$ cat src/rtl/core/gasf_pkg.sv
// Shared types and constants for the global alignment score fill block.
// Holds request and status codes, register indexes, reset values and the
// cell command group. No dependencies.
`timescale 1ns / 1ps

package gasf_pkg;

    // Default sizing
    localparam int MAX_REF_DEF    = 64;
    localparam int MAX_QUERY_DEF  = 1024;
    localparam int SCORE_BITS_DEF = 16;

    // Fixed field widths
    localparam int SYM_W   = 8;
    localparam int REQ_W   = 2;
    localparam int STAT_W  = 2;
    localparam int MATCH_W = 4;
    localparam int PEN_W   = 5;
    localparam int CFG_IDX_W = 2;

    // Request kinds (carried on tuser)
    localparam logic [REQ_W-1:0] REQ_CLEAR   = 2'd0;
    localparam logic [REQ_W-1:0] REQ_APPEND  = 2'd1;
    localparam logic [REQ_W-1:0] REQ_QUERY   = 2'd2;
    localparam logic [REQ_W-1:0] REQ_RESTART = 2'd3;

    // Result status codes
    localparam logic [STAT_W-1:0] STAT_OK    = 2'd0;
    localparam logic [STAT_W-1:0] STAT_LIMIT = 2'd1;
    localparam logic [STAT_W-1:0] STAT_FULL  = 2'd2;

    // Configuration register indexes
    localparam logic [CFG_IDX_W-1:0] CFG_MATCH    = 2'd0;
    localparam logic [CFG_IDX_W-1:0] CFG_MISMATCH = 2'd1;
    localparam logic [CFG_IDX_W-1:0] CFG_GAP      = 2'd2;

    // Register reset values
    localparam logic [MATCH_W-1:0] MATCH_RST    = 4'd3;
    localparam logic [PEN_W-1:0]   MISMATCH_RST = 5'h1F;  // -1
    localparam logic [PEN_W-1:0]   GAP_RST      = 5'h1E;  // -2

    // Scoring registers; penalties are two's complement
    typedef struct packed {
        logic [MATCH_W-1:0] match;
        logic [PEN_W-1:0]   mismatch;
        logic [PEN_W-1:0]   gap;
    } t_cfg;

    // Broadcast command to every cell of the row
    typedef struct packed {
        logic             load;    // reload the boundary row
        logic             wr_en;   // store a reference symbol at the current length
        logic [SYM_W-1:0] wr_sym;
    } t_cell_cmd;

endpackage

$ cat src/rtl/core/gasf_gap_mul.sv
// Saturated product of a small unsigned count and the signed gap score.
// Used for boundary cells. Depends on gasf_pkg.
`timescale 1ns / 1ps

module gasf_gap_mul #(
    parameter int K_BITS     = 7,
    parameter int SCORE_BITS = gasf_pkg::SCORE_BITS_DEF
) (
    input  logic [K_BITS-1:0]            i_k,
    input  logic [gasf_pkg::PEN_W-1:0]   i_gap,
    output logic [SCORE_BITS-1:0]        o_score
);

    localparam int PW = K_BITS + gasf_pkg::PEN_W + 1;
    localparam int WW = ((PW > SCORE_BITS) ? PW : SCORE_BITS) + 1;
    localparam logic signed [WW-1:0] SMAX =
        signed'({{(WW-SCORE_BITS+1){1'b0}}, {(SCORE_BITS-1){1'b1}}});
    localparam logic signed [WW-1:0] SMIN = ~SMAX;

    logic signed [PW-1:0] w_k_ext;
    logic signed [PW-1:0] w_gap_ext;
    logic signed [PW-1:0] w_prod;
    logic signed [WW-1:0] w_wide;

    assign w_k_ext   = PW'($signed({1'b0, i_k}));
    assign w_gap_ext = PW'($signed(i_gap));
    assign w_prod    = w_k_ext * w_gap_ext;
    assign w_wide    = WW'(w_prod);

    always_comb begin
        if (w_wide > SMAX) begin
            o_score = SMAX[SCORE_BITS-1:0];
        end else if (w_wide < SMIN) begin
            o_score = SMIN[SCORE_BITS-1:0];
        end else begin
            o_score = w_wide[SCORE_BITS-1:0];
        end
    end

endmodule

$ cat config.mk
export PLATFORM = sky130hd
export DESIGN_NAME = gasf_gap_mul
export DESIGN_NICKNAME = d
export VERILOG_FILES = /design/src/rtl/core/gasf_pkg.sv /design/src/rtl/core/gasf_gap_mul.sv
export SDC_FILE = /design/constraint.sdc
export NUM_CORES = 1
export LEC_CHECK = 0
export BUFFER_PORTS_ARGS = -buffer_cell sky130_fd_sc_hd__buf_2
export CAP_MARGIN = 20
export CORE_MARGIN = 3
export CORE_UTILIZATION = 35
export DETAILED_ROUTE_END_ITERATION = 8
export PLACE_DENSITY_LB_ADDON = 0.25
export SLEW_MARGIN = 30
export SYNTH_ARGS = -nofsm -noshare
export SYNTH_HDL_FRONTEND = slang
export SYNTH_SLANG_ARGS = --single-unit
$ cat constraint.sdc
create_clock -name vclk -period 5.8
set_input_delay 1.45 -clock vclk [all_inputs]
set_output_delay 1.45 -clock vclk [all_outputs]
set_load 0.05 [all_outputs]
==> flow_metrics.tcl, run 1 <==
set metrics [dict create \
    count_of_maximum_capacitance_violations 0 \
    final_antenna_net_count 0 \
    syn_nets 201 \
    dpl-instance-area_sq_um 1729 \
    die_h_microns 65.31 \
    maxClockFrequency_ghz 0.1636 \
    fp-row-count 20 \
    total_leakage_power_nw 1.056 \
    numSequentialCells 0 \
    place.detailed.instances 241 \
    violations "negative setup slack" \
    layout.nets 258 \
    layout_min_cycle_time_ns 6.112 \
    grtUsageTotal_pct 13.39 \
    vdd_ir_drop_max_v 0.0001211 \
    final_cell_count_no_fill 246 \
    post_synthesis_instance_area_sq_um 1231 \
    crit_path_max_fanout 2 \
    area.growth.synth_to_final_pct 61.28 \
    syn_inst 147 \
    fin_crit_sh_pct 105.4 \
    post-route-util_pct 61.99 \
    grt_overflow 0 \
    wl_mm 2.753 \
    timing.final.setup_violations 9 \
    timing.final.hold_violations 0 \
    timing_worst_setup_path_type "input pin to output port" \
    routedWlPerCell_microns 11.19 \
    yosys.cell_types.count 24 \
    report.final.slew_viol_count 0 \
    worst_hold_slack_ns 3.439 \
    drive_gt1_share_pct 48.51 \
    powerDensity_nw_per_um2 297.2 \
    worst_path_largest_cell_delay_ns 0.53 \
    crit_path_top_cell_by_count "fa_1" \
    num-fill-cells 308 \
    dp_hpwl_mm 2.343 \
    grt_first_pass_wirelength_mm 4.712 \
    initial_utilization_pct 38.44 \
    gpl.final_weighted_congestion 0.7855 \
    floorplan.core_area_sq_um 3203 \
    yosysSeqAreaShare_pct 0 \
    antenna_found_initial 0 \
    seq_area_sq_um 0 \
    setup_ws_ns -0.3122 \
    critical_path.slowest_cell "fa_1" \
    required_ns 4.35 \
    route.detailed.vias_per_inst 4.520 \
    top_layer "met3" \
    run_status "finished, violations left" \
    chipWidth_microns 65.31 \
    io_pins 28 \
    mostFrequentLayoutCells "34 x buf_4, 28 x inv_1, 22 x ha_1, 18 x and2_1, 15 x fa_1" \
    grt_setup_unrepaired "yes" \
    wl_met3_microns 63 \
    floorplan.die_area_sq_um 4265 \
    dr.first_iter.drc_count 15 \
    maximum_number_of_pins_on_one_net_before_global_route_repair 7 \
    drc 0 \
    met2RoutedLength_mm 1.534 \
    antenna-diode-count 0 \
    timing_worst_slew_pin_value_ns 0.3093 \
    relSlewSlack_pct 79.31 \
    vias_in_the_first_global_route 1167 \
    hp-class "input pin to output port" \
    startpoint_type "input pin" \
    met1Wirelength_mm 1.155 \
    critical_path.cell_chain "buf_8 -> nand2b_4 -> fa_1 -> fa_1 -> fa_1 -> inv_2 -> ha_4 -> a21oi_4 -> o2111ai_4 -> buf_6 -> a21o_2 -> a21oi_4 -> xnor2_4 -> buf_6" \
    synth_top_area_cell "ha_1" \
    clkbuf_count 0 \
    setup_total_negative_slack_ns -2.026 \
    netlist.area_leader.share_pct 26.42 \
    port_buffers 28 \
    fin_area_sq_um 1986 \
    ys.warnings.count 0 \
    syn_area_per_cell_sq_um 8.375 \
    worst_setup_path_end_kind "output port" \
    via_count 1112 \
    ys_top_cells_by_area "ha_1 26%, fa_1 26%, inv_1 10%, and2_1 10%, xnor2_1 5.7%" \
    arrival_time_of_the_worst_setup_path_ns 4.66 \
    drt-pass1-iter-count 4 \
    most_common_cell_after_layout_fill_and_taps_aside "buf_4" \
]
-- cell usage after synthesis --
cell type / instances
a21oi_2: 2
inv_1: 34
nand2_1: 10
a21o_2: 1
a21oi_1: 1
o2111ai_2: 1
xnor2_1: 8
nand3_2: 1
nor3_1: 1
and2_1: 20
fa_1: 16
o41ai_2: 1
o21a_1: 1
nand2b_1: 3
nor2_1: 9
a41o_1: 1
xor2_1: 1
buf_4: 2
nand3_1: 3
a21o_1: 2
nor2b_1: 1
and2b_2: 1
o2111ai_1: 1
ha_1: 26
-- layout make-up --
| cell class | instances | area [sq um] | share of cell area, % |
|---|---|---|---|
| Multi-Input combinational cell | 111 | 1334 | 67.17 |
| Timing Repair Buffer | 57 | 465.4 | 23.44 |
| Inverter | 34 | 131.4 | 6.616 |
| Tap cell | 44 | 55.05 | 2.773 |
-- metal layers --
| metal | vias to the layer above | track usage, % |
|---|---|---|
| met5 | - | 0 |
| met4 | 0 | 0.7772 |
| met2 | 20 | 26.55 |
| met1 | 525 | 16.82 |
| li1 | 567 | - |
| met3 | 0 | 0 |
-- logic make-up (layout without fill, tap and decap cells) --
kind of cell | Yosys count | in the layout | synth area share [%]
AND/OR/NAND/NOR | 49 | 49 | 21.14
adder cells (fa/ha/maj) | 42 | 42 | 52.44
buffers and inverters | 36 | 91 | 11.58
AO/OA/AOI/OAI | 11 | 11 | 8.435
XOR/XNOR | 9 | 9 | 6.403
-- critical path, delay by kind of cell --
kind / cells / cell delay [ns]
AO/OA/AOI/OAI: 4 / 0.72
XOR/XNOR: 1 / 0.13
AND/OR/NAND/NOR: 1 / 0.13
adder cells (fa/ha/maj): 4 / 1.77
buffers and inverters: 4 / 0.46
-- through the flow --
step           setup slack [ns]  total power [W]
6_report                -0.3122        0.0005901
5_1_grt                 -0.4325        0.0006322
4_1_cts                 -0.4021        0.0005574
3_5_place_dp            -0.5168        0.0005006
3_3_place_gp            -0.4471        0.0004911
2_1_floorplan           -0.3230        0.0003779
-- repair_timing --
item / in CTS / in global routing
hold buffers: 0 / 0
gates resized for setup: 41 / 18
hold endpoints to repair: 0 / 0
pin swaps: 12 / 12
endpoints found under the setup margin: 10 / 10
buffers inserted: 4 / 3
-- report_power, final --
part	switching (W)	internal [W]
Combinational	0.000340	0.000250
Sequential	0	0
Clock	0	0
-- final timing paths --
check / from / end / slack, ns / cells past startpoint
worst min-delay path: i_k[0] / o_score[0] / 3.44 / 4
worst max-delay path: i_k[0] / o_score[10] / -0.31 / 14
Power figures use the tool's default switching activity.
==> run 2: changes to the inputs <==
--- a/config.mk
+++ b/config.mk
@@ -5,11 +5,13 @@
 export SDC_FILE = /design/constraint.sdc
 export NUM_CORES = 1
 export LEC_CHECK = 0
+export ABC_AREA = 1
 export BUFFER_PORTS_ARGS = -buffer_cell sky130_fd_sc_hd__buf_2
 export CAP_MARGIN = 20
 export CORE_MARGIN = 3
 export CORE_UTILIZATION = 35
 export DETAILED_ROUTE_END_ITERATION = 8
+export MAX_ROUTING_LAYER = met4
 export PLACE_DENSITY_LB_ADDON = 0.25
 export SLEW_MARGIN = 30
 export SYNTH_ARGS = -nofsm -noshare
==> flow_metrics.tcl, run 2 <==
set metrics [dict create \
    run_status "finished, violations left" \
    violations "negative setup slack" \
    antenna_found_initial 0 \
    syn_area_per_cell_sq_um 6.540 \
    wl_mm 2.952 \
    most_common_cell_after_layout_fill_and_taps_aside "inv_1" \
    powerDensity_nw_per_um2 304.2 \
    timing.critical_path.buf_inv 6 \
    yosysSeqAreaShare_pct 0 \
    floorplan.core_area_sq_um 3495 \
    maxClockFrequency_ghz 0.1658 \
    final_antenna_net_count 0 \
    hp-class "input pin to output port" \
    final_cell_count_no_fill 303 \
    post-route-util_pct 59.33 \
    initial_utilization_pct 37.99 \
    vias_in_the_first_global_route 1307 \
    floorplan.die_area_sq_um 4568 \
    antenna-diode-count 0 \
    yosys.cell_types.count 18 \
    die_h_microns 67.59 \
    setup_ws_ns -0.2324 \
    layout.nets 313 \
    syn_inst 203 \
    post-synth-top-count-cell "inv_1" \
    dp_hpwl_mm 2.446 \
    total_leakage_power_nw 1.261 \
    route.detailed.vias_per_inst 4.218 \
    fin_crit_sh_pct 104.0 \
    drc 0 \
    synth_top_area_cell "ha_1" \
    drt-pass1-iter-count 4 \
    ys_top_cells_by_area "ha_1 25%, fa_1 24%, inv_1 18%, nand2_1 17%, nor2_1 2.5%" \
    maximum_number_of_pins_on_one_net_before_global_route_repair 8 \
    worst_path_largest_cell_delay_ns 0.56 \
    grtUsageTotal_pct 14.81 \
    ys.warnings.count 0 \
    worst_hold_slack_ns 3.339 \
    count_of_maximum_capacitance_violations 0 \
    critical_path.slowest_cell "fa_1" \
    fp-row-count 21 \
    syn_nets 257 \
    vdd_ir_drop_max_v 0.0001084 \
    drive_gt1_share_pct 40.47 \
    report.final.slew_viol_count 0 \
    via_count 1278 \
    dr.first_iter.drc_count 35 \
    grt_setup_unrepaired "yes" \
    timing_worst_slew_pin_value_ns 0.2455 \
    grt_first_pass_wirelength_mm 5.347 \
    seq_area_sq_um 0 \
    layout_min_cycle_time_ns 6.032 \
    chipWidth_microns 67.59 \
    timing.final.setup_violations 10 \
    crit_path_max_fanout 6 \
    arrival_time_of_the_worst_setup_path_ns 4.58 \
    synth_commonest_cells "64 x inv_1, 61 x nand2_1, 26 x ha_1" \
    gpl.final_weighted_congestion 0.7823 \
    netlist.area_leader.share_pct 24.51 \
    clkbuf_count 0 \
    kind_of_cell_with_the_highest_combined_delay_on_the_critical_path "adder cells" \
    post_synthesis_instance_area_sq_um 1328 \
    place.detailed.instances 299 \
    critical_path.cell_chain "buf_8 -> clkinvlp_4 -> buf_4 -> nor2_4 -> fa_1 -> fa_1 -> inv_1 -> fa_1 -> inv_1 -> ha_4 -> nand2_2 -> nand2_1 -> nand2_1 -> nand2_1 -> nand2_2 -> nand4_1 -> nand2_4 -> buf_8" \
    routedWlPerCell_microns 9.743 \
    relSlewSlack_pct 83.63 \
    timing.final.hold_violations 0 \
    worst_setup_path_end_kind "output port" \
    timing_worst_setup_path_type "input pin to output port" \
    startpoint_type "input pin" \
    port_buffers 28 \
    grt_overflow 0 \
    area.growth.synth_to_final_pct 56.17 \
    io_pins 28 \
    required_ns 4.35 \
    mostFrequentLayoutCells "61 x inv_1, 44 x nand2_1, 27 x buf_4, 20 x ha_1" \
    numSequentialCells 0 \
    total_power_w 0.0006307 \
]
run 2: what timing repair did:
| action | 4_1_cts | 5_1_grt |
|---|---|---|
| setup endpoints to repair | 11 | 12 |
| pin swaps | 14 | 8 |
| resized for setup | 41 | 12 |
| hold buffers | 0 | 0 |
| buffers inserted | 2 | 2 |
run 2: cell type report:
class	instances	area (sq um)
Fill cell	328	1421
Multi-Input combinational cell	136	1313
Timing Repair Buffer	56	455.4
Inverter	65	247.7
Tap cell	46	57.56
run 2: cells by family after synthesis:
kind of cell	count (synthesis)	share of synthesized area [%]
compound gates	6	2.734
buf+inv	67	19.51
simple gates	84	26.48
xor+xnor	4	2.640
fa+ha+maj	42	48.63
run 2: per-stage QoR:
step | worst slack, ns | cell area [sq um] | setup TNS (ns)
after CTS | -0.1847 | 2009 | -1.555
final | -0.2324 | 2073 | -1.816
after floorplan | -0.1414 | 1501 | -0.3881
after global routing | -0.3955 | 2073 | -3.521
after detailed placement | -0.3752 | 1849 | -3.558
after global placement | -0.3039 | 1849 | -3.060
run 2: where the power goes:
part	internal (W)	total (W)	switching (W)
clock network	0	0	0
registers	0	0	0
logic	0.000265	0.000631	0.000366
total	0.000265	0.000631	0.000366
run 2: path summary, 6_finish.rpt:
| kind | cells after the start | start | endpoint | slack [ns] |
|---|---|---|---|---|
| setup / recovery | 18 | i_gap[4] | o_score[13] | -0.23 |
| hold / removal | 4 | i_gap[0] | o_score[0] | 3.34 |
run 2: routing by layer:
metal	track usage, %	vias to the layer above	share of wire, %
li1	-	689	-
met1	19.38	575	46
met2	27.22	14	52
met3	0	0	1.6
met4	0	0	0
met5	-	-	0
