`src/rtl/core/gasf_pkg.sv`:
```
// Shared types and constants for the global alignment score fill block.
// Holds request and status codes, register indexes, reset values and the
// cell command group. No dependencies.
`timescale 1ns / 1ps

package gasf_pkg;

    // Default sizing
    localparam int MAX_REF_DEF    = 64;
    localparam int MAX_QUERY_DEF  = 1024;
    localparam int SCORE_BITS_DEF = 16;

    // Fixed field widths
    localparam int SYM_W   = 8;
    localparam int REQ_W   = 2;
    localparam int STAT_W  = 2;
    localparam int MATCH_W = 4;
    localparam int PEN_W   = 5;
    localparam int CFG_IDX_W = 2;

    // Request kinds (carried on tuser)
    localparam logic [REQ_W-1:0] REQ_CLEAR   = 2'd0;
    localparam logic [REQ_W-1:0] REQ_APPEND  = 2'd1;
    localparam logic [REQ_W-1:0] REQ_QUERY   = 2'd2;
    localparam logic [REQ_W-1:0] REQ_RESTART = 2'd3;

    // Result status codes
    localparam logic [STAT_W-1:0] STAT_OK    = 2'd0;
    localparam logic [STAT_W-1:0] STAT_LIMIT = 2'd1;
    localparam logic [STAT_W-1:0] STAT_FULL  = 2'd2;

    // Configuration register indexes
    localparam logic [CFG_IDX_W-1:0] CFG_MATCH    = 2'd0;
    localparam logic [CFG_IDX_W-1:0] CFG_MISMATCH = 2'd1;
    localparam logic [CFG_IDX_W-1:0] CFG_GAP      = 2'd2;

    // Register reset values
    localparam logic [MATCH_W-1:0] MATCH_RST    = 4'd3;
    localparam logic [PEN_W-1:0]   MISMATCH_RST = 5'h1F;  // -1
    localparam logic [PEN_W-1:0]   GAP_RST      = 5'h1E;  // -2

    // Scoring registers; penalties are two's complement
    typedef struct packed {
        logic [MATCH_W-1:0] match;
        logic [PEN_W-1:0]   mismatch;
        logic [PEN_W-1:0]   gap;
    } t_cfg;

    // Broadcast command to every cell of the row
    typedef struct packed {
        logic             load;    // reload the boundary row
        logic             wr_en;   // store a reference symbol at the current length
        logic [SYM_W-1:0] wr_sym;
    } t_cell_cmd;

endpackage

```
`src/rtl/core/gasf_gap_mul.sv`:
```
// Saturated product of a small unsigned count and the signed gap score.
// Used for boundary cells. Depends on gasf_pkg.
`timescale 1ns / 1ps

module gasf_gap_mul #(
    parameter int K_BITS     = 7,
    parameter int SCORE_BITS = gasf_pkg::SCORE_BITS_DEF
) (
    input  logic [K_BITS-1:0]            i_k,
    input  logic [gasf_pkg::PEN_W-1:0]   i_gap,
    output logic [SCORE_BITS-1:0]        o_score
);

    localparam int PW = K_BITS + gasf_pkg::PEN_W + 1;
    localparam int WW = ((PW > SCORE_BITS) ? PW : SCORE_BITS) + 1;
    localparam logic signed [WW-1:0] SMAX =
        signed'({{(WW-SCORE_BITS+1){1'b0}}, {(SCORE_BITS-1){1'b1}}});
    localparam logic signed [WW-1:0] SMIN = ~SMAX;

    logic signed [PW-1:0] w_k_ext;
    logic signed [PW-1:0] w_gap_ext;
    logic signed [PW-1:0] w_prod;
    logic signed [WW-1:0] w_wide;

    assign w_k_ext   = PW'($signed({1'b0, i_k}));
    assign w_gap_ext = PW'($signed(i_gap));
    assign w_prod    = w_k_ext * w_gap_ext;
    assign w_wide    = WW'(w_prod);

    always_comb begin
        if (w_wide > SMAX) begin
            o_score = SMAX[SCORE_BITS-1:0];
        end else if (w_wide < SMIN) begin
            o_score = SMIN[SCORE_BITS-1:0];
        end else begin
            o_score = w_wide[SCORE_BITS-1:0];
        end
    end

endmodule

```
`src/rtl/core/gasf_cell.sv`:
```
// One column cell of the score row: holds one reference symbol and one row
// score, and passes the row token to its right neighbor each cycle.
// Depends on gasf_pkg and gasf_gap_mul.
`timescale 1ns / 1ps

module gasf_cell #(
    parameter int CELL_IDX   = 1,
    parameter int IDX_BITS   = 7,
    parameter int SCORE_BITS = gasf_pkg::SCORE_BITS_DEF
) (
    input  logic                         i_clk,
    input  logic                         i_rst_n,
    input  gasf_pkg::t_cfg               i_cfg,
    input  gasf_pkg::t_cell_cmd          i_cmd,
    input  logic [IDX_BITS-1:0]          i_len,
    input  logic                         i_vld,
    input  logic [gasf_pkg::SYM_W-1:0]   i_sym,
    input  logic [SCORE_BITS-1:0]        i_left,
    input  logic [SCORE_BITS-1:0]        i_diag,
    output logic                         o_vld,
    output logic [gasf_pkg::SYM_W-1:0]   o_sym,
    output logic [SCORE_BITS-1:0]        o_left,
    output logic [SCORE_BITS-1:0]        o_diag
);

    localparam int CW = SCORE_BITS + 2;
    localparam logic [IDX_BITS-1:0] MY_IDX   = IDX_BITS'(CELL_IDX);
    localparam logic [IDX_BITS-1:0] PREV_IDX = IDX_BITS'(CELL_IDX - 1);
    localparam logic signed [CW-1:0] SMAX =
        signed'({3'b000, {(SCORE_BITS-1){1'b1}}});
    localparam logic signed [CW-1:0] SMIN = ~SMAX;

    logic [gasf_pkg::SYM_W-1:0] r_sym;
    logic [SCORE_BITS-1:0]      r_score;
    logic                       r_vld;
    logic [gasf_pkg::SYM_W-1:0] r_osym;
    logic [SCORE_BITS-1:0]      r_left;
    logic [SCORE_BITS-1:0]      r_diag;

    logic [gasf_pkg::PEN_W-1:0] w_gap_sel;
    logic [SCORE_BITS-1:0]      w_bound;
    logic                       w_active;
    logic signed [CW-1:0]       w_sub;
    logic signed [CW-1:0]       w_gap;
    logic signed [CW-1:0]       w_diag_c;
    logic signed [CW-1:0]       w_up_c;
    logic signed [CW-1:0]       w_left_c;
    logic signed [CW-1:0]       w_best;
    logic [SCORE_BITS-1:0]      w_new;

    // Boundary value of this column; reset uses the reset gap
    assign w_gap_sel = i_rst_n ? i_cfg.gap : gasf_pkg::GAP_RST;

    gasf_gap_mul #(
        .K_BITS     (IDX_BITS),
        .SCORE_BITS (SCORE_BITS)
    ) u_bound (
        .i_k     (MY_IDX),
        .i_gap   (w_gap_sel),
        .o_score (w_bound)
    );

    assign w_active = (MY_IDX <= i_len);

    always_comb begin
        w_sub    = (r_sym == i_sym) ? CW'($signed({1'b0, i_cfg.match}))
                                    : CW'($signed(i_cfg.mismatch));
        w_gap    = CW'($signed(i_cfg.gap));
        w_diag_c = CW'($signed(i_diag)) + w_sub;
        w_up_c   = CW'($signed(r_score)) + w_gap;
        w_left_c = CW'($signed(i_left)) + w_gap;
        w_best   = w_diag_c;
        if (w_up_c > w_best) begin
            w_best = w_up_c;
        end
        if (w_left_c > w_best) begin
            w_best = w_left_c;
        end
        if (w_best > SMAX) begin
            w_new = SMAX[SCORE_BITS-1:0];
        end else if (w_best < SMIN) begin
            w_new = SMIN[SCORE_BITS-1:0];
        end else begin
            w_new = w_best[SCORE_BITS-1:0];
        end
    end

    always_ff @(posedge i_clk) begin
        if (!i_rst_n) begin
            r_vld   <= 1'b0;
            r_score <= w_bound;
        end else begin
            r_vld <= i_vld;
            if (i_cmd.load) begin
                r_score <= w_bound;
            end else if (i_vld && w_active) begin
                r_score <= w_new;
            end
        end
    end

    // Token payload; past the reference end the left value passes unchanged
    always_ff @(posedge i_clk) begin
        r_osym <= i_sym;
        r_left <= w_active ? w_new : i_left;
        r_diag <= r_score;
        if (i_cmd.wr_en && (i_len == PREV_IDX)) begin
            r_sym <= i_cmd.wr_sym;
        end
    end

    assign o_vld  = r_vld;
    assign o_sym  = r_osym;
    assign o_left = r_left;
    assign o_diag = r_diag;

endmodule

```
`config.mk`:
```
export PLATFORM = sky130hd
export DESIGN_NAME = gasf_cell
export DESIGN_NICKNAME = d
export VERILOG_FILES = /design/src/rtl/core/gasf_pkg.sv /design/src/rtl/core/gasf_gap_mul.sv /design/src/rtl/core/gasf_cell.sv
export SDC_FILE = /design/constraint.sdc
export NUM_CORES = 1
export LEC_CHECK = 0
export ABC_CLOCK_PERIOD_IN_PS = 22300
export BUFFER_PORTS_ARGS = -buffer_cell sky130_fd_sc_hd__buf_2
export CAP_MARGIN = 0
export CORE_UTILIZATION = 60
export CTS_CLUSTER_DIAMETER = 30
export DETAILED_ROUTE_END_ITERATION = 10
export HOLD_SLACK_MARGIN = 0.03
export PLACE_DENSITY = 0.86
export SLEW_MARGIN = 20
export SYNTH_ARGS = -nofsm -noshare
export SYNTH_HDL_FRONTEND = slang
export SYNTH_SLANG_ARGS = --single-unit
```
`constraint.sdc`:
```
create_clock -name i_clk -period 22.3 [get_ports i_clk]
set_clock_uncertainty 0.1 [all_clocks]
set_input_delay 6.69 -clock i_clk [delete_from_list [all_inputs] [get_ports i_clk]]
set_output_delay 6.69 -clock i_clk [all_outputs]
set_load 0.005 [all_outputs]
```
==> results of run 1 <==
[power by group through the flow]
stage                     registers, mW  clock network (mW)  logic [mW]
final                             0.165               0.102       0.447
after detailed placement          0.168                   0       0.427
after global placement            0.166                   0       0.417
after CTS                         0.165               0.101       0.430
after floorplan                   0.167                   0       0.292
after global routing              0.168               0.107       0.479
[cells in the mapped netlist, types with 17 or more instances]
cell type	count	share of area (%)
xor2_1	20	3.0
o21ai_0	32	2.8
xnor2_1	25	3.8
nor3_1	30	2.6
dfxtp_1	41	14
nand3_1	26	2.3
a31oi_1	20	2.2
a21oi_1	58	5.0
nand2_1	49	3.2
ha_1	68	15
edfxtp_1	24	12
nor2_1	59	3.8
inv_1	27	1.8
o21a_1	17	2.2
clkbuf_1	18	1.2
[state kept, by name, indices dropped and copies added (netlist names)]
| register | cells |
|---|---|
| o_diag | 16 |
| o_sym | 8 |
| r_sym | 8 |
| r_score | 16 |
| o_vld | 1 |
| o_left | 16 |
[stage by stage]
stage / hold WS (ns) / util [%] / cells / power (mW) / setup WS [ns]
2_1_floorplan: 0.2521 / - / 687 / 0.4592 / 8.025
3_3_place_gp: 0.2583 / 69.37 / 909 / 0.5829 / 6.706
3_5_place_dp: 0.2671 / 69.37 / 909 / 0.5945 / 6.449
4_1_cts: 0.2838 / 71.37 / 925 / 0.6965 / 6.820
5_1_grt: 0.2895 / 71.37 / 925 / 0.7538 / 5.957
6_report: 0.2828 / 71.37 / 925 / 0.7141 / 6.537
[worst max path at each step]
stage,startpoint,endpoint,depth (start not counted)
global placement,i_sym[3],r_score[13],37
detailed placement,i_sym[6],r_score[12],37
floorplan,i_sym[6],r_score[14],38
finish,i_sym[3],r_score[2],37
CTS,i_sym[3],r_score[13],37
global route,i_sym[6],r_score[13],37
[cell type report]
type,instances,share of cell area [%]
multi-input combinational,572,61.12
sequential,65,23.26
timing repair buffer,116,8.837
tap,129,2.436
clock buffer,10,1.926
inverter,27,1.529
clock inverter,6,0.8875
[logic make-up (layout without fill, tap and decap cells)]
kind of cell	count (synthesis)	after routing	synth area share, %
compound gates	218	218	25.38
xor+xnor	45	45	6.821
fa+ha+maj	72	72	15.94
buf+inv	50	159	3.291
flops	65	65	26.68
mux	8	8	1.494
simple gates	229	229	20.40
[metal layers]
metal  GRT usage, %  up-vias  share of wire [%]
li1               -     2803                  -
met1          52.35     2819                 41
met2          63.54      362                 45
met3          8.217       75                9.5
met4          18.84        0                4.6
met5              0        -                  0
==> metrics.txt, run 1 <==
CTS clock-pin slew for the worst setup and hold paths 0.07 ns; Diodes inserted 0; Hold Path Sink o_diag[2]; Fill cells 767; synthesized netlist cell count 687; clock period minus worst slack 15.76 ns; final instance area 6626 sq um; most numerous cell on the critical path ha_1; routed vias/inst 6.550; FF/Latch Area 1541 sq um; final setup TNS 0 ns; WL/cell 21.40 um; aggregate global routing overflow 0; gpl congestion 0.9915; largest net degree at the start of global routing 41; chip width 100.1 um; Pint 369.0 uW; Flop pwr share 23.2%; share of layout cells above drive strength 1 19.72%; post-synth cell types 73; antenna viol nets, final 0; Finish-stage setup viols 0; Worst path max stage delay 0.77 ns; Gate power share 62.6%; die area 10030 sq um; critical path's top delay family compound AO/OA/AOI/OAI gates; reg-to-reg endpoint r_score[2]; CP startpoint kind primary input; FF-to-FF setup slack 12.59 ns; first-pass GRT wire length 30.19 mm; DIE HEIGHT 100.1 um; RSZ-0062 raised after global routing false; area grow syn2layout 14.68%; nets 936; Async S/R FF share, synth 0%; most frequent cells in the layout 114 x buf_2, 68 x ha_1, 59 x nor2_1; commonest non-fill, non-tap cell in the layout buf_2; FMAX 63.44 MHz; I/O pin count 115; CTS Hold Bufs 0; arrival time at the worst endpoint 15.79 ns; TritonCTS Buffers 9; TritonCTS clock tree yes; Psw 345.1 uW; hold violation count in the final report 0; Mean Syn Cell Area 8.411 sq um; DP HPWL 15.59 mm; WP data required 22.33 ns; fin crit share 70.69%; Starting Density 62.24%; max cap viols 0; Multi-input gate area 4050 sq um; Worst-Margin Slew 0.9753 ns; vias in the first global route 5817; reg2reg start r_sym[3]; Post-DP Area 6440 sq um; CTS max path bufs 2; Root Driver clkbuf_8; Num Clock Sinks 65; # DRC 0; Worst Hold Class flip-flop to flip-flop; post-synthesis sequential area ratio 26.68%; Lkg Pwr 2.821 nW; H-Tree Depth 3; worst reg2reg path depth 36; Via Count 6059; top_reg_cell synth dfxtp_1; Setup Fix Bufs, Post-CTS 0; Worst-Skew Late Latency 0.38 ns; Hold Path Stages 0; post-CTS sizing 0; worst-path fanout max 40; worst path buffer plus inverter count 4; relative slew slack 34.85%; PwrDens 107.8 nW/um^2; Net Sw Frac 48.32%; status complete, no violations; EDFF count, synth 24; Crit-path slowest cell o21bai_1; Mapped Area 5778 sq um; DR pass1 iterations 7; IO buf count 114; row cnt 35; WL final 19.80 mm; number of synthesized register bits 65; Core Area 9284 sq um; initial drt markers 510; critical path class primary input to flip-flop; crit end category flip-flop; Clk network pwr share 14.3%; Yosys warning total 0; GRT Total Usage 40.10%; maximum VDD drop 57.83 uV; initial antenna violation count 0; final max-slew violation count 0; synthesized net count 832; Hold Startpoint r_score[2]
Power figures use the tool's default switching activity.
==> run 2, diff against run 1 <==
--- a/config.mk
+++ b/config.mk
@@ -5,14 +5,14 @@
 export SDC_FILE = /design/constraint.sdc
 export NUM_CORES = 1
 export LEC_CHECK = 0
-export ABC_CLOCK_PERIOD_IN_PS = 22300
+export ABC_CLOCK_PERIOD_IN_PS = 13870
 export BUFFER_PORTS_ARGS = -buffer_cell sky130_fd_sc_hd__buf_2
 export CAP_MARGIN = 0
-export CORE_UTILIZATION = 60
+export CORE_UTILIZATION = 51
 export CTS_CLUSTER_DIAMETER = 30
 export DETAILED_ROUTE_END_ITERATION = 10
 export HOLD_SLACK_MARGIN = 0.03
-export PLACE_DENSITY = 0.86
+export PLACE_DENSITY = 0.78
 export SLEW_MARGIN = 20
 export SYNTH_ARGS = -nofsm -noshare
 export SYNTH_HDL_FRONTEND = slang
==> constraint.sdc (replaced) <==
create_clock -name i_clk -period 13.87 [get_ports i_clk]
set_clock_uncertainty 0.1 [all_clocks]
set_input_delay 4.161 -clock i_clk [delete_from_list [all_inputs] [get_ports i_clk]]
set_output_delay 4.161 -clock i_clk [all_outputs]
set_load 0.005 [all_outputs]
==> run 2 against run 1 <==
Setup slack got worse by 5.6 ns; routed wire length fell by 11%; global-route usage down 9.1 points; core utilization fell by 9.7 points; sequential share of layout area shrank 0.39 points; largest power group unchanged; combinational power up 54%; non-clock buffer count decreased by 1; largest cell class unchanged; first-iteration DRC count down 15%.
==> metrics.txt, run 2 (synthesized netlist as in run 1, its figures left out) <==
vias in the first global route 5582; critical path's top delay family compound AO/OA/AOI/OAI gates; relative slew slack 35.16%; Flop pwr share 22.5%; CTS Hold Bufs 0; first-pass GRT wire length 27.98 mm; IO buf count 114; post-CTS sizing 0; hold_ws 0.2717 ns; Root Driver clkbuf_16; final max-slew violation count 0; CTS max path bufs 2; initial drt markers 431; max cap viols 0; RSZ-0062 raised after global routing false; FMAX 77.50 MHz; Hold Startpoint r_score[10]; Worst Slack Setup Final 0.9673 ns; antenna viol nets, final 0; worst reg2reg path depth 35; area grow syn2layout 16.65%; aggregate global routing overflow 0; Crit-path slowest cell o21bai_1; die area 11760 sq um; Starting Density 52.84%; largest net degree at the start of global routing 41; non-filler instance count after layout 935; WL final 17.57 mm; TritonCTS Buffers 9; fin crit share 93.03%; WL/cell 18.79 um; nets 935; Hold Path Sink o_diag[10]; Worst Hold Class flip-flop to flip-flop; share of layout cells above drive strength 1 19.75%; chip width 108.4 um; most numerous cell on the critical path ha_1; Pint 647.1 uW; dpl cells 919; initial antenna violation count 0; Via Count 5754; DR pass1 iterations 8; Finish-stage setup viols 0; final setup TNS 0 ns; # DRC 0; Worst path max stage delay 0.76 ns; Diodes inserted 0; CTS clock-pin slew for the worst setup and hold paths 0.06 ns; Post-DP Area 6446 sq um; routed vias/inst 6.154; DIE HEIGHT 108.4 um; CP startpoint kind primary input; crit end category flip-flop; reg-to-reg endpoint r_score[5]; H-Tree Depth 3; maximum VDD drop 103.6 uV; Worst-Margin Slew 0.9706 ns; Hold Path Stages 0; Core Area 10940 sq um; WP data required 13.86 ns; reg2reg start r_sym[6]; Gate power share 58.8%; Lkg Pwr 2.865 nW; GRT Total Usage 31.04%; arrival time at the worst endpoint 12.89 ns; worst-path fanout max 40; Setup Fix Bufs, Post-CTS 0; commonest non-fill, non-tap cell in the layout buf_2; DP HPWL 14.20 mm; row cnt 38; hold violation count in the final report 0; Net Sw Frac 44.71%; I/O pin count 115; status complete, no violations; Worst-Skew Late Latency 0.34 ns; critical path class primary input to flip-flop; final instance area 6740 sq um; FF-to-FF setup slack 4.54 ns; Psw 523.2 uW; worst path buffer plus inverter count 4; most frequent cells in the layout 114 x buf_2, 68 x ha_1, 59 x nor2_1; clock period minus worst slack 12.90 ns; TritonCTS clock tree yes; pre-CTS setup slack 0.7559 ns; Num Clock Sinks 65; PwrDens 173.6 nW/um^2; gpl congestion 0.9379; Clk network pwr share 18.7%
run 2: worst max path at each step:
stage | slack, ns | from | cells after the start | to
2_1_floorplan | 2.12 | i_sym[6] | 38 | r_score[14]
3_3_place_gp | 0.94 | i_sym[6] | 37 | r_score[12]
3_5_place_dp | 0.76 | i_sym[6] | 36 | r_score[13]
4_1_cts | 1.09 | i_sym[6] | 37 | r_score[12]
5_1_grt | 0.27 | i_sym[6] | 36 | r_score[13]
6_report | 0.97 | i_sym[3] | 36 | r_score[5]
run 2: cell type report:
cell class | instances | area, sq um
well taps | 140 | 175.2
multi-input cells | 572 | 4050
clock inverters | 3 | 23.77
repair buffers | 115 | 578.1
flip-flops and latches | 65 | 1541
fillers | 997 | 4195
inverters | 27 | 101.3
clock buffers | 13 | 270.3
run 2: routing by layer:
layer	track usage, %	part of all wire, %	vias up
met4	12.45	2.7	0
met1	39.44	44	2686
met2	52.22	47	231
met5	0	0	-
met3	4.882	5.6	39
li1	-	-	2798
run 2: power by group through the flow:
stage	clock, mW	sequential [mW]	combinational, mW
2_1_floorplan	0	0.269	0.469
3_3_place_gp	0	0.265	0.658
3_5_place_dp	0	0.267	0.670
4_1_cts	0.223	0.263	0.675
5_1_grt	0.230	0.268	0.756
6_report	0.219	0.264	0.688
run 2: stage by stage:
step	power (mW)	util, %
after global placement	0.9227	58.95
after detailed placement	0.9364	58.95
after floorplan	0.7383	-
final	1.170	61.64
after CTS	1.162	61.64
after global routing	1.254	61.64
==> run 3, diff against run 2 <==
--- a/config.mk
+++ b/config.mk
@@ -9,6 +9,7 @@
 export BUFFER_PORTS_ARGS = -buffer_cell sky130_fd_sc_hd__buf_2
 export CAP_MARGIN = 0
 export CORE_UTILIZATION = 51
+export CTS_BUF_LIST = sky130_fd_sc_hd__clkbuf_16
 export CTS_CLUSTER_DIAMETER = 30
 export DETAILED_ROUTE_END_ITERATION = 10
 export HOLD_SLACK_MARGIN = 0.03
==> run 3 against run 2 <==
Global-route usage fell by 0.094 points; via count rose by 0.59%; sequential share of layout area rose by 0.10 points; critical path depth rose by 1; first-iteration DRC count fell by 6.7%; critical endpoint unchanged; largest power group unchanged.
==> metrics.txt, run 3 (synthesized netlist as in run 1, its figures left out) <==
CTS clock-pin slew for the worst setup and hold paths 0.05 ns; FMAX 77.33 MHz; reg-to-reg endpoint r_score[5]; Diodes inserted 0; RSZ-0062 raised after global routing false; IO buf count 114; Starting Density 52.84%; Core Area 10940 sq um; post-layout util 61.36%; most numerous cell on the critical path ha_1; reg2reg start r_sym[6]; maximum VDD drop 102.6 uV; die area 11760 sq um; clock period minus worst slack 12.93 ns; hold violation count in the final report 0; Hold Startpoint r_score[10]; Finish-stage setup viols 0; final instance area 6710 sq um; Via Count 5788; TritonCTS Buffers 9; max cap viols 0; final setup TNS 0 ns; Worst Hold Class flip-flop to flip-flop; PwrDens 171.3 nW/um^2; FF-to-FF setup slack 4.50 ns; # DRC 0; DIE HEIGHT 108.4 um; commonest non-fill, non-tap cell in the layout buf_2; vias in the first global route 5592; DP HPWL 14.20 mm; initial antenna violation count 0; relative slew slack 34.68%; aggregate global routing overflow 0; post-CTS sizing 0; largest net degree at the start of global routing 41; TritonCTS clock tree yes; Num Clock Sinks 65; area grow syn2layout 16.13%; I/O pin count 115; Worst-Skew Late Latency 0.34 ns; chip width 108.4 um; critical path class primary input to flip-flop; Root Driver clkbuf_16; Post-DP Area 6446 sq um; antenna viol nets, final 0; row cnt 38; CP startpoint kind primary input; GRT busiest layer met2; Crit-path slowest cell o21bai_1; met1 usage 39.02%; share of layout cells above drive strength 1 19.37%; worst reg2reg path depth 36; CTS max path bufs 2; Lkg Pwr 2.852 nW; routed vias/inst 6.190; GRT Total Usage 30.94%; WP data required 13.86 ns; Worst-Margin Slew 0.9777 ns; met2 GRT Util 52.12%; first-pass GRT wire length 27.92 mm; final max-slew violation count 0; CTS Hold Bufs 0; initial drt markers 402; met3 Resource Use GR 5.244%; nets 935; Setup Fix Bufs, Post-CTS 0; gpl congestion 0.9379; arrival time at the worst endpoint 12.92 ns; Hold Path Sink o_diag[10]; status complete, no violations; H-Tree Depth 3; Worst path max stage delay 0.77 ns; Hold Path Stages 0; WL final 17.45 mm; worst-path fanout max 40; crit end category flip-flop; WL/cell 18.66 um; most frequent cells in the layout 114 x buf_2, 68 x ha_1, 59 x nor2_1; DR pass1 iterations 7; fin crit share 93.24%
==> run 3: changes by cell type in the layout (fill, tap and decap cells not counted) <==
cell      delta
clkbuf_8     -3
clkbuf_1     -1
clkinv_1     +3
inv_1        +1
==> run 3: per-layer routing <==
| layer | vias up | part of all wire, % |
|---|---|---|
| met2 | 241 | 47 |
| met5 | - | 0 |
| met3 | 43 | 6.5 |
| li1 | 2803 | - |
| met1 | 2701 | 43 |
| met4 | 0 | 2.8 |
==> run 3: worst max-delay path: cells and delay by family <==
family                   cells  cell delay, ns
AO/OA/AOI/OAI               16            3.60
AND/OR/NAND/NOR             10            2.07
adder cells (fa/ha/maj)      4            1.30
buffers and inverters        4            0.93
XOR/XNOR                     2            0.46
multiplexers                 1            0.33
==> run 3: worst max path at each step <==
| stage | cells past startpoint | slack (ns) | to | from |
|---|---|---|---|---|
| after floorplan | 38 | 2.12 | r_score[14] | i_sym[6] |
| after global placement | 37 | 0.94 | r_score[12] | i_sym[6] |
| after detailed placement | 36 | 0.76 | r_score[13] | i_sym[6] |
| after CTS | 37 | 1.09 | r_score[12] | i_sym[6] |
| after global routing | 36 | 0.27 | r_score[13] | i_sym[6] |
| final | 37 | 0.94 | r_score[5] | i_sym[3] |
==> run 3: through the flow <==
| step | setup WS (ns) | cells | power (mW) | hold slack (ns) |
|---|---|---|---|---|
| after global routing | 0.2668 | 935 | 1.236 | 0.2828 |
| after CTS | 1.088 | 935 | 1.143 | 0.2725 |
| after floorplan | 2.124 | 687 | 0.7383 | 0.2521 |
| after global placement | 0.9373 | 919 | 0.9227 | 0.2592 |
| final | 0.9376 | 935 | 1.150 | 0.2728 |
| after detailed placement | 0.7559 | 919 | 0.9364 | 0.2600 |
==> run 3: power breakdown <==
group | switching (mW) | internal (mW)
Combinational | 0.423 | 0.263
Clock | 0.0818 | 0.118
Sequential | 0.0152 | 0.249
==> run 3: area by class of cell <==
| cell class | instances | area (sq um) |
|---|---|---|
| clock buffers | 9 | 225.2 |
| clock inverters | 7 | 38.79 |
| fillers | 1005 | 4225 |
| inverters | 27 | 101.3 |
| multi-input cells | 572 | 4050 |
| flip-flops and latches | 65 | 1541 |
| well taps | 140 | 175.2 |
| repair buffers | 115 | 578.1 |
